[src/sv/wbps_pkg.sv]
// ----------------------------------------------------------------------------
// wbps_pkg
// Shared types and constants of the wildcard byte pattern search block.
// ----------------------------------------------------------------------------
package wbps_pkg;

  // Pattern capacity and byte counter width
  localparam int MAX_PATTERN_BYTES = 16;
  localparam int OFFSET_BITS       = 32;
  localparam int WIN_DEPTH         = MAX_PATTERN_BYTES - 1;

  // Register layout: the pattern registers always hold sixteen bytes
  localparam int PAT_BYTES   = 16;
  localparam int PAT_IDX_W   = 4;
  localparam int LEN_W       = 5;
  localparam int CARE_W      = 16;
  localparam int ADDR_W      = 48;
  localparam int MATCH_OFF_W = 32;
  localparam int REG_W       = 64;
  localparam int CFG_IDX_W   = 3;
  localparam int IN_DATA_W   = 8;
  localparam int OUT_DATA_W  = MATCH_OFF_W + ADDR_W;

  typedef logic [7:0]              byte_t;
  typedef byte_t [PAT_BYTES-1:0]   pat_arr_t;

  // Configuration register indexes
  typedef enum logic [CFG_IDX_W-1:0] {
    REG_PATTERN_LOW    = 3'd0,
    REG_PATTERN_HIGH   = 3'd1,
    REG_CARE_MASK      = 3'd2,
    REG_PATTERN_LENGTH = 3'd3,
    REG_RANGE_BASE     = 3'd4
  } cfg_reg_t;

  // Per-beat control sent to every window cell
  typedef struct packed {
    logic shift;
    logic clear;
  } cell_ctrl_t;

endpackage

[src/sv/wbps_cell.sv]
// ----------------------------------------------------------------------------
// wbps_cell
// One window cell: holds one earlier byte, passes it on to the next cell on
// each beat and checks it against the pattern byte that lines up with it.
// ----------------------------------------------------------------------------
module wbps_cell
  import wbps_pkg::*;
(
  input  logic                 clk,
  input  logic                 rst_n,
  input  cell_ctrl_t           ctrl,
  input  logic [LEN_W-1:0]     cell_idx,        // distance of this cell, 0 = newest
  input  byte_t                byte_in,
  input  pat_arr_t             pattern,
  input  logic [CARE_W-1:0]    care_mask,
  input  logic [LEN_W-1:0]     pattern_length,
  output byte_t                byte_out,
  output logic                 cell_ok
);

  byte_t             data_r;
  byte_t             data_nxt;
  logic [LEN_W:0]    need_len;
  logic [LEN_W:0]    pat_diff;
  logic [PAT_IDX_W-1:0] pat_idx;
  logic              active;

  // Shift in from the neighbor, clear at range end
  always_comb begin
    data_nxt = data_r;
    if (ctrl.clear) begin
      data_nxt = '0;
    end else if (ctrl.shift) begin
      data_nxt = byte_in;
    end
  end

  always_ff @(posedge clk) begin
    if (!rst_n) begin
      data_r <= '0;
    end else begin
      data_r <= data_nxt;
    end
  end

  // This cell lines up with pattern byte length-2-idx when idx+2 <= length
  assign need_len = {1'b0, cell_idx} + (LEN_W+1)'(2);
  assign active   = need_len <= {1'b0, pattern_length};
  assign pat_diff = {1'b0, pattern_length} - need_len;
  assign pat_idx  = pat_diff[PAT_IDX_W-1:0];

  assign cell_ok  = !active || !care_mask[pat_idx] || (data_r == pattern[pat_idx]);
  assign byte_out = data_r;

endmodule

[src/sv/wildcard_byte_pattern_search_top.sv]
// ----------------------------------------------------------------------------
// wildcard_byte_pattern_search_top
// Wildcard byte signature scanner over one streamed memory range.
// ----------------------------------------------------------------------------
// The block takes one byte per clock cycle unless a held result stalls it;
// each byte is checked in the cycle it is accepted against a row of window
// cells that hold the previous fifteen bytes; a stalled output holds input.
// A result (found with offset and address, or not found at the range's last
// byte) is registered in the result stage after the window compare and then
// in the output register after the base address add.
// At most one result is produced per range. Configuration writes take effect
// at once and must be made while no result is pending.
// ----------------------------------------------------------------------------
module wildcard_byte_pattern_search_top
  import wbps_pkg::*;
(
  input  logic                   clk,
  input  logic                   rst_n,
  // Byte stream
  input  logic                   in_tvalid,
  output logic                   in_tready,
  input  logic [IN_DATA_W-1:0]   in_tdata,     // [7:0] data_byte
  input  logic                   in_tlast,     // last_byte
  // Results
  output logic                   out_tvalid,
  input  logic                   out_tready,
  output logic [OUT_DATA_W-1:0]  out_tdata,    // [31:0] match_offset, [79:32] match_address
  output logic                   out_tuser,    // found
  // Configuration
  input  logic                   cfg_we,
  input  logic [CFG_IDX_W-1:0]   cfg_index,
  input  logic [REG_W-1:0]       cfg_data
);

  localparam logic [OFFSET_BITS-1:0] COUNT_MAX = '1;

  // Configuration registers
  logic [REG_W-1:0]    pat_low_r;
  logic [REG_W-1:0]    pat_high_r;
  logic [CARE_W-1:0]   care_r;
  logic [LEN_W-1:0]    len_r;
  logic [ADDR_W-1:0]   base_r;

  // Scan state
  logic [OFFSET_BITS-1:0] bytes_seen_r, bytes_seen_nxt;
  logic                   reported_r, reported_nxt;

  // Result stage and output register
  logic                   s1_valid_r, s1_valid_nxt;
  logic                   s1_found_r;
  logic [OFFSET_BITS-1:0] s1_offset_r;
  logic                   out_valid_r, out_valid_nxt;
  logic                   out_found_r;
  logic [MATCH_OFF_W-1:0] out_offset_r;
  logic [ADDR_W-1:0]      out_addr_r;

  pat_arr_t               pattern;
  cell_ctrl_t             ctrl;
  byte_t                  in_byte;
  byte_t                  chain [WIN_DEPTH];
  logic [MAX_PATTERN_BYTES-1:0] cell_ok;
  logic [LEN_W-1:0]       len_m1;
  logic [PAT_IDX_W-1:0]   head_idx;
  logic                   len_ok;
  logic                   pos_ok;
  logic                   hit;
  logic                   res_v;
  logic [OFFSET_BITS-1:0] hit_offset;
  logic                   in_acc;
  logic                   out_free;
  logic                   s1_move;

  // Write configuration registers
  always_ff @(posedge clk) begin
    if (!rst_n) begin
      pat_low_r  <= '0;
      pat_high_r <= '0;
      care_r     <= '0;
      len_r      <= '0;
      base_r     <= '0;
    end else if (cfg_we) begin
      unique case (cfg_index)
        REG_PATTERN_LOW:    pat_low_r  <= cfg_data;
        REG_PATTERN_HIGH:   pat_high_r <= cfg_data;
        REG_CARE_MASK:      care_r     <= cfg_data[CARE_W-1:0];
        REG_PATTERN_LENGTH: len_r      <= cfg_data[LEN_W-1:0];
        REG_RANGE_BASE:     base_r     <= cfg_data[ADDR_W-1:0];
        default: ;
      endcase
    end
  end

  // Unpack pattern bytes
  always_comb begin
    for (int j = 0; j < PAT_BYTES; j++) begin
      if (j < 8) begin
        pattern[j] = pat_low_r[8*j +: 8];
      end else begin
        pattern[j] = pat_high_r[8*(j-8) +: 8];
      end
    end
  end

  // Handshake
  assign out_free  = !out_valid_r || out_tready;
  assign s1_move   = s1_valid_r && out_free;
  assign in_tready = !s1_valid_r || out_free;
  assign in_acc    = in_tvalid && in_tready;
  assign in_byte   = in_tdata[7:0];

  assign ctrl.shift = in_acc;
  assign ctrl.clear = in_acc && in_tlast;

  // Row of window cells, newest byte in cell 0
  for (genvar k = 0; k < WIN_DEPTH; k++) begin : g_cell
    wbps_cell u_cell (
      .clk            (clk),
      .rst_n          (rst_n),
      .ctrl           (ctrl),
      .cell_idx       (LEN_W'(k)),
      .byte_in        ((k == 0) ? in_byte : chain[(k == 0) ? 0 : k-1]),
      .pattern        (pattern),
      .care_mask      (care_r),
      .pattern_length (len_r),
      .byte_out       (chain[k]),
      .cell_ok        (cell_ok[k])
    );
  end

  // Compare the incoming byte with the final pattern byte
  assign len_m1   = len_r - LEN_W'(1);
  assign head_idx = len_m1[PAT_IDX_W-1:0];
  assign cell_ok[WIN_DEPTH] = !care_r[head_idx] || (in_byte == pattern[head_idx]);

  // Match decision for the accepted beat
  assign len_ok = (len_r != '0) && (len_r <= LEN_W'(MAX_PATTERN_BYTES));
  assign pos_ok = (bytes_seen_r != COUNT_MAX) &&
                  (bytes_seen_r >= OFFSET_BITS'(len_m1));
  assign hit    = !reported_r && len_ok && pos_ok && (&cell_ok);
  assign hit_offset = bytes_seen_r - OFFSET_BITS'(len_m1);
  assign res_v  = hit || (in_tlast && !reported_r);

  // Advance counter and report flag; clear at range end
  always_comb begin
    bytes_seen_nxt = bytes_seen_r;
    reported_nxt   = reported_r;
    if (in_acc) begin
      if (bytes_seen_r != COUNT_MAX) begin
        bytes_seen_nxt = bytes_seen_r + OFFSET_BITS'(1);
      end
      if (hit) begin
        reported_nxt = 1'b1;
      end
      if (in_tlast) begin
        bytes_seen_nxt = '0;
        reported_nxt   = 1'b0;
      end
    end
  end

  always_ff @(posedge clk) begin
    if (!rst_n) begin
      bytes_seen_r <= '0;
      reported_r   <= 1'b0;
    end else begin
      bytes_seen_r <= bytes_seen_nxt;
      reported_r   <= reported_nxt;
    end
  end

  // Result stage: hold until the output register frees up
  always_comb begin
    s1_valid_nxt = s1_valid_r;
    if (in_acc) begin
      s1_valid_nxt = res_v;
    end else if (s1_move) begin
      s1_valid_nxt = 1'b0;
    end
  end

  always_ff @(posedge clk) begin
    if (!rst_n) begin
      s1_valid_r <= 1'b0;
    end else begin
      s1_valid_r <= s1_valid_nxt;
    end
  end

  always_ff @(posedge clk) begin
    if (in_acc) begin
      s1_found_r  <= hit;
      s1_offset_r <= hit ? hit_offset : '0;
    end
  end

  // Output register: add the range base
  assign out_valid_nxt = s1_move ? 1'b1 : (out_tready ? 1'b0 : out_valid_r);

  always_ff @(posedge clk) begin
    if (!rst_n) begin
      out_valid_r <= 1'b0;
    end else begin
      out_valid_r <= out_valid_nxt;
    end
  end

  always_ff @(posedge clk) begin
    if (s1_move) begin
      out_found_r  <= s1_found_r;
      out_offset_r <= MATCH_OFF_W'(s1_offset_r);
      out_addr_r   <= s1_found_r ? (base_r + ADDR_W'(s1_offset_r)) : '0;
    end
  end

  assign out_tvalid = out_valid_r;
  assign out_tuser  = out_found_r;
  assign out_tdata  = {out_addr_r, out_offset_r};

  // Checks
  a_stall_blocks_input: assert property (@(posedge clk) disable iff (!rst_n)
    s1_valid_r && !out_free |-> !in_tready)
    else $error("input taken while result stage is blocked");

  a_clear_on_last: assert property (@(posedge clk) disable iff (!rst_n)
    in_acc && in_tlast |=> (bytes_seen_r == '0) && !reported_r)
    else $error("scan state not cleared after last byte");

  a_reported_counts: assert property (@(posedge clk) disable iff (!rst_n)
    reported_r |-> bytes_seen_r != '0)
    else $error("match reported with no bytes counted");

  a_not_found_zero: assert property (@(posedge clk) disable iff (!rst_n)
    out_tvalid && !out_tuser |-> out_tdata == '0)
    else $error("not-found result carries nonzero payload");

endmodule

[config.mk]
export PLATFORM = sky130hd
export DESIGN_NAME = wildcard_byte_pattern_search_top
export DESIGN_NICKNAME = d
export VERILOG_FILES = /design/src/sv/wbps_pkg.sv /design/src/sv/wbps_cell.sv /design/src/sv/wildcard_byte_pattern_search_top.sv
export SDC_FILE = /design/constraint.sdc
export NUM_CORES = 1
export LEC_CHECK = 0
export BUFFER_PORTS_ARGS = -buffer_cell sky130_fd_sc_hd__clkbuf_2
export CAP_MARGIN = 20
export CORE_UTILIZATION = 60
export DETAILED_ROUTE_END_ITERATION = 10
export GPL_ROUTABILITY_DRIVEN = 1
export PLACE_DENSITY_LB_ADDON = 0.05
export SETUP_SLACK_MARGIN = 0.3
export SYNTH_ARGS = -nofsm -noshare
export SYNTH_HDL_FRONTEND = slang
export SYNTH_SLANG_ARGS = --single-unit
[constraint.sdc]
create_clock -name clk -period 15 [get_ports clk]
set_input_delay 0.75 -clock clk [delete_from_list [all_inputs] [get_ports clk]]
set_output_delay 0.75 -clock clk [all_outputs]
set_load 0.02 [all_outputs]
Word level (Yosys, flattened, before mapping)
Index checks and enable logic that the tools add are counted.
{"block": "totals", "ff_bits": 466, "in_bits": 81, "out_inout_bits": 83, "elab_cells": 267}
{"block": "classes", "add_sub_neg": 19, "magnitude_cmp": 33, "n_eq_ne": 21, "muxes": 72, "bitwise_logic": 1, "reduce_logical": 92}
{"cell": "$bmux 8 s4", "count": 16}
{"cell": "$eq 8x8->1", "count": 16}
{"cell": "$mux 8", "count": 16}
{"cell": "$lt 4x5->1 const B", "count": 16}
{"cell": "$bmux 1 s4", "count": 16}
{"cell": "$mux 32", "count": 2}
{"cell": "$add 48x32->48", "count": 1}
{"cell": "$le 4x5->1 const A", "count": 8}
{"cell": "$logic_not 1->1", "count": 34}
{"cell": "$logic_or 1x1->1", "count": 34}
{"cell": "$add 32x1->32 const B", "count": 1}
{"cell": "$ge 32x5->1", "count": 1}
{"cell": "$ne 32x32->1 const B", "count": 1}
{"cell": "$sub 32x5->32", "count": 1}
{"cell": "$sub 4x4->4 const B", "count": 8}
{"cell": "$mux 1", "count": 22}
{"cell": "$le 3x5->1 const A", "count": 4}
{"cell": "$reduce_and 16->1", "count": 1}
{"cell": "$sub 4x3->4 const B", "count": 4}
{"cell": "$reduce_and 2->1", "count": 7}
{"cell": "$le 2x5->1 const A", "count": 2}
{"cell": "$logic_and 1x1->1", "count": 9}
{"cell": "$reduce_bool 2->1", "count": 4}
{"cell": "$sub 4x2->4 const B", "count": 2}
{"cell": "other kinds (11)", "count": 12}

Logic depth before layout (Yosys ltp)
{"block": "logic_depth", "ltp_word": 10, "mapped_depth": 22, "depth_no_buf": 15}

Cells and area by module
A second synthesis with hierarchy kept.
{"block": "unflattened", "hier_cells": 4441, "hier_area_um2": 46106.7}
{"mod": "wbps_cell at g_cell[0].u_cell ...", "n_inst": 9, "cells_each": 176, "area_per_inst_um2": 1960.6, "seq_area_each_um2": 160.2}
{"mod": "wildcard_byte_pattern_search_top", "n_inst": 1, "cells_each": 1801, "area_per_inst_um2": 16712.3, "seq_area_each_um2": 8067.7}
{"mod": "wbps_cell at g_cell[4].u_cell ...", "n_inst": 6, "cells_each": 176, "area_per_inst_um2": 1958.1, "seq_area_each_um2": 160.2}

Least setup slack after synthesis
Ideal clock, no wire load.
{"block": "synth_path", "kind": "register to register", "start": "register len_r[2]", "end": "register s1_offset_r[29] (data pin)", "setup_ns": 0.258, "arrival_ns": 4.844, "t_required_ns": 14.742, "setup_slack_ns": 9.897, "path_stages_with_launch": 20, "path_buffers": 5, "synth_period_minus_slack_ns": 5.103, "path_cell_list": "dfxtp_1 buf_4 buf_2 buf_2 clkinv_1 ha_1 a21boi_1 xnor2_1 buf_4 buf_2 ha_1 inv_1 a21oi_1 o21ai_0 nor3b_1 nand2_1 nor4b_1 nor2b_1 xnor2_1 nor2_4"}
{"block": "synth_between", "elab_chain_cells": 8, "elab_cells_between_ends": 183, "cone_classes": "add/sub (17); order compare (17); eq/ne (16); mux (64); reduce/logical (69)"}
{"item": "start, declared", "line_no": "wildcard_byte_pattern_search_top.sv:41", "source": "logic [LEN_W-1:0] len_r;"}
{"item": "start signal, assigned", "line_no": "wildcard_byte_pattern_search_top.sv:86", "source": "REG_PATTERN_LENGTH: len_r <= cfg_data[LEN_W-1:0];"}
{"item": "parallel branches: the longest is 8 deep, another holds $sub 5x1->5"}
{"item": "end signal, assigned", "line_no": "wildcard_byte_pattern_search_top.sv:192", "source": "s1_offset_r <= hit ? hit_offset : '0;"}
{"item": "end, declared", "line_no": "wildcard_byte_pattern_search_top.sv:51", "source": "logic [OFFSET_BITS-1:0] s1_offset_r;"}
Parallel ways; which one is timed is not known. The select of a mux whose other input is x is not followed.
A chain may end at the register's enable or synchronous reset.

Final worst setup path
{"block": "layout_path", "start": "register len_r[2]", "end": "register s1_offset_r[15] (data pin)"}
The elaborated chain is that of the path after synthesis.

==> results.toml <==
[logic_synthesis]
ys_seq_elements = 466
mapped_avg_cell_area_sq_um = 9.89
synth_top_area_frac = 0.240
post_synth_instance_area_sq_mm = 0.0294
synthArstFlopShare = 0
number_of_standard_cells_after_synthesis = 2972
synth.most_common_cell = "sky130_fd_sc_hd__nand2_1"
post_synth_most_frequent_cells = "730 x sky130_fd_sc_hd__nand2_1, 376 x sky130_fd_sc_hd__a21oi_1, 352 x sky130_fd_sc_hd__dfxtp_1, 276 x sky130_fd_sc_hd__mux4_2, 160 x sky130_fd_sc_hd__xnor2_1"
synth_warnings = 0
synth_fp_nets = 3107
synth_cell_types = 76
synth-edff-count = 114
dominantRegCellSynth = "sky130_fd_sc_hd__dfxtp_1"
synth_sequential_area_ratio = 0.356
netlist.top_cell.by_area = "sky130_fd_sc_hd__dfxtp_1"
synth_area_leaders = "sky130_fd_sc_hd__dfxtp_1 24%, sky130_fd_sc_hd__mux4_2 21%, sky130_fd_sc_hd__edfxtp_1 12%, sky130_fd_sc_hd__nand2_1 9.3%, sky130_fd_sc_hd__a21oi_1 6.4%"

[cells_and_area]
final_nets = 3147
drive_gt1_frac = 0.208
layout_overhead_on_the_synthesized_area_pct = 9.03

[setup_path]
max_stage_delay_ns = 0.98
cp_max_fo = 32
crit_path_cell_trace = "clkinv_1 > ha_1 > buf_4 > mux4_2 > mux2i_1 > mux2i_1 > xnor2_1 > nand4_1 > o21ai_1 > o2111ai_1 > nor3_2 > nand2_4 > a21oi_1"
critical_path_required_ns = 15.42
critical_path_arrival_ns = 6.74
timing.critical_path.slowest_stage_cell = "sky130_fd_sc_hd__ha_1"
end_kind = "flip-flop"
reg2reg_depth = 13
crit_path_frequent_cell = "sky130_fd_sc_hd__mux2i_1"
worst-r2r-setup-slack_ns = 8.68
setup.worst_path.class = "reg -> reg"
reg2reg_to = "s1_offset_r[15]"
path_buf_inv = 2
critical_path.startpoint_type = "flip-flop"
reg2reg_start = "len_r[2]"
worst_path_dominant_cell_family = "simple AND/OR/NAND/NOR gates"

[outcome]
status = "complete, no violations"

[power_and_ir_drop]
power.share.sequential = 0.465
power.internal_w = 0.00214
vdd_drop_max_v = 0.0000980
p_total_w = 0.00289
clkPwrFrac = 0.438
leakage_dissipation_nw = 11.0
combPwrFrac = 0.097
p_per_area_mw_per_mm2 = 90.1
net_switching_power_of_the_design_w = 0.000745
switching_share = 0.258

[route]
route.detailed.drc = 0
dr_total_vias = 25200
drt_pass1_iterations = 7
ant_nets = 0
avgViaCountPerCell = 6.88
drt_first_iter_violations = 3798
postRouteWirelength_um = 106000
route.detailed.wl_per_inst_um = 28.9

[clock_tree]
postCtsHoldBufs = 0
cts_made_buffers = 49
clock_root_cell = "sky130_fd_sc_hd__clkbuf_16"
cts_resized = 0
cts_setup_buffers = 0
htreeDepth = 2
clkLatencyLatePin_ns = 0.60
clock_sinks = 466
cts-root-to-sink-buffers = 3
clk_pin_slew_worst_paths_ns = 0.07
cts_tree = "built"

[die]
floorplan.rows = 80
start_util = 0.612
die_w_um = 223
die-height_um = 223
core_sq_mm = 0.0480
die_area_sq_mm = 0.0499
top_level_ports = 164

[timing]
timing.final.hold_violations = 0
skew_ns = 0.0167
finalWorstPathRequiredPeriod_ns = 6.32
unrepaired_setup_endpoints_after_global_routing = "no"
final_slew_violations = 0
achievable-frequency_mhz = 158
worst_pin_slew_ns = 1.13
fin_hold_ws_ns = 0.379
report.final.setup_viol = 0
finalWorstSetupSlack_ns = 8.68
fin_crit_sh = 0.421
worst_slew_margin_rel = 0.246
fin_setup_tns_ns = 0

[global_route]
first_global_vias = 22500
antenna_violations_before_repair = 5
globalRoute.totalOverflow = 0
first_pass_grt_wire_length_um = 152000
grt_util_all_layers = 0.422
grt_start_max_net_pins = 116

[placement]
dp_hpwl_um = 80900
pre_cts_ws_ns = 8.82
globalplace.congestion = 1.09
port_buffers = 163

[min_path]
min_delay_path_depth = 3
hold_end = "pat_low_r[48]"
min_path_type = "in -> reg"
timing.hold.worst.start = "cfg_data[48]"

[job]
number_of_max_cap_violations = 0
[tightest hold or removal path, stage by stage]
cell,delay [ns]
sky130_fd_sc_hd__clkbuf_2,0.09
sky130_fd_sc_hd__nand2_1,0.05
sky130_fd_sc_hd__a21oi_1,0.05
[state kept, by name (all words and copies together) (netlist names), 16 cells and up]
register and count:
g_cell.u_cell.byte_out 120, pat_high_r 64, pat_low_r 64, base_r 48
out_addr_r 48, bytes_seen_r 32, out_offset_r 32, s1_offset_r 32
care_r 16
[metrics by stage]
step	utilization	instance area (sq um)	instances
2_1_floorplan	-	29400	2972
3_3_place_gp	0.631	30300	3572
3_5_place_dp	0.631	30300	3573
4_1_cts	0.666	32000	3662
5_1_grt	0.667	32100	3665
6_report	0.667	32100	3666
[power groups by stage]
stage	sequential (W)	clock (W)	combinational, W
3_3_place_gp	0.00137	0	0.000265
5_1_grt	0.00134	0.00132	0.000293
3_5_place_dp	0.00137	0	0.000270
2_1_floorplan	0.00136	0	0.000178
4_1_cts	0.00134	0.00127	0.000271
6_report	0.00134	0.00126	0.000280
[metal layers]
metal	GRT usage	routed length [um]	vias up
li1	-	-	10800
met4	0.133	3850	8
met1	0.606	42100	12400
met2	0.564	42300	1793
met5	0	70	-
met3	0.189	17700	215
[placed cells by master, fill, tap and decap left out, types with 6 or more instances in the layout]
cell | synthesis | layout
sky130_fd_sc_hd__or2_2 | 8 | 8
sky130_fd_sc_hd__or4_1 | 6 | 6
sky130_fd_sc_hd__mux4_2 | 276 | 276
sky130_fd_sc_hd__xor2_1 | 53 | 51
sky130_fd_sc_hd__dfxtp_1 | 352 | 348
sky130_fd_sc_hd__a31oi_1 | 11 | 11
sky130_fd_sc_hd__clkbuf_16 | 0 | 49
sky130_fd_sc_hd__and4_1 | 6 | 6
sky130_fd_sc_hd__nor2_4 | 28 | 29
sky130_fd_sc_hd__inv_1 | 31 | 30
sky130_fd_sc_hd__o21ai_1 | 7 | 7
sky130_fd_sc_hd__buf_4 | 14 | 35
sky130_fd_sc_hd__or3_1 | 9 | 9
sky130_fd_sc_hd__mux2_2 | 6 | 6
sky130_fd_sc_hd__a21o_1 | 23 | 23
sky130_fd_sc_hd__a21oi_1 | 376 | 376
sky130_fd_sc_hd__nor4_1 | 9 | 9
sky130_fd_sc_hd__xnor2_2 | 0 | 6
sky130_fd_sc_hd__edfxtp_1 | 114 | 114
sky130_fd_sc_hd__clkbuf_8 | 0 | 8
sky130_fd_sc_hd__nor2b_1 | 14 | 13
sky130_fd_sc_hd__xnor2_1 | 160 | 154
sky130_fd_sc_hd__nand4_1 | 45 | 45
sky130_fd_sc_hd__clkbuf_1 | 132 | 10
sky130_fd_sc_hd__nor3_1 | 14 | 14
sky130_fd_sc_hd__mux2i_1 | 124 | 124
sky130_fd_sc_hd__nand3b_1 | 6 | 6
sky130_fd_sc_hd__o21ai_0 | 40 | 40
sky130_fd_sc_hd__a211oi_1 | 6 | 6
sky130_fd_sc_hd__nand2_1 | 730 | 727
sky130_fd_sc_hd__nor2_1 | 109 | 108
sky130_fd_sc_hd__nand3_1 | 31 | 30
sky130_fd_sc_hd__clkbuf_2 | 0 | 163
sky130_fd_sc_hd__ha_1 | 52 | 50
sky130_fd_sc_hd__and3_1 | 23 | 22
sky130_fd_sc_hd__nand2b_1 | 17 | 17
[worst max-delay path by stage]
stage              from         endpoint  depth (start not counted)
5_1_grt        len_r[0]  s1_offset_r[27]                         15
6_report       len_r[2]  s1_offset_r[15]                         13
2_1_floorplan  len_r[2]  s1_offset_r[29]                         19
4_1_cts        len_r[0]  s1_offset_r[27]                         15
3_5_place_dp   len_r[0]  s1_offset_r[27]                         15
3_3_place_gp   len_r[0]   s1_offset_r[3]                         11
[logic make-up (layout without fill, tap and decap cells)]
group | after synthesis | after routing | share of synthesized area
simple gates | 1077 | 1077 | 0.164
compound gates | 507 | 507 | 0.0943
flops | 466 | 466 | 0.356
mux | 408 | 408 | 0.258
buf+inv | 246 | 324 | 0.0407
xor+xnor | 214 | 214 | 0.0640
fa+ha+maj | 54 | 54 | 0.0235
other cells | 0 | 1 | 0
[final cells by class]
type / count / area, sq um
antenna: 1 / 2.50
clock buffer: 67 / 1370
clock inverter: 22 / 283
fill: 3779 / 16000
inverter: 34 / 135
multi-input combinational: 2260 / 17900
sequential: 466 / 10500
tap: 615 / 769
timing repair buffer: 201 / 1160
No activity file was read; power rests on OpenSTA's default activity.
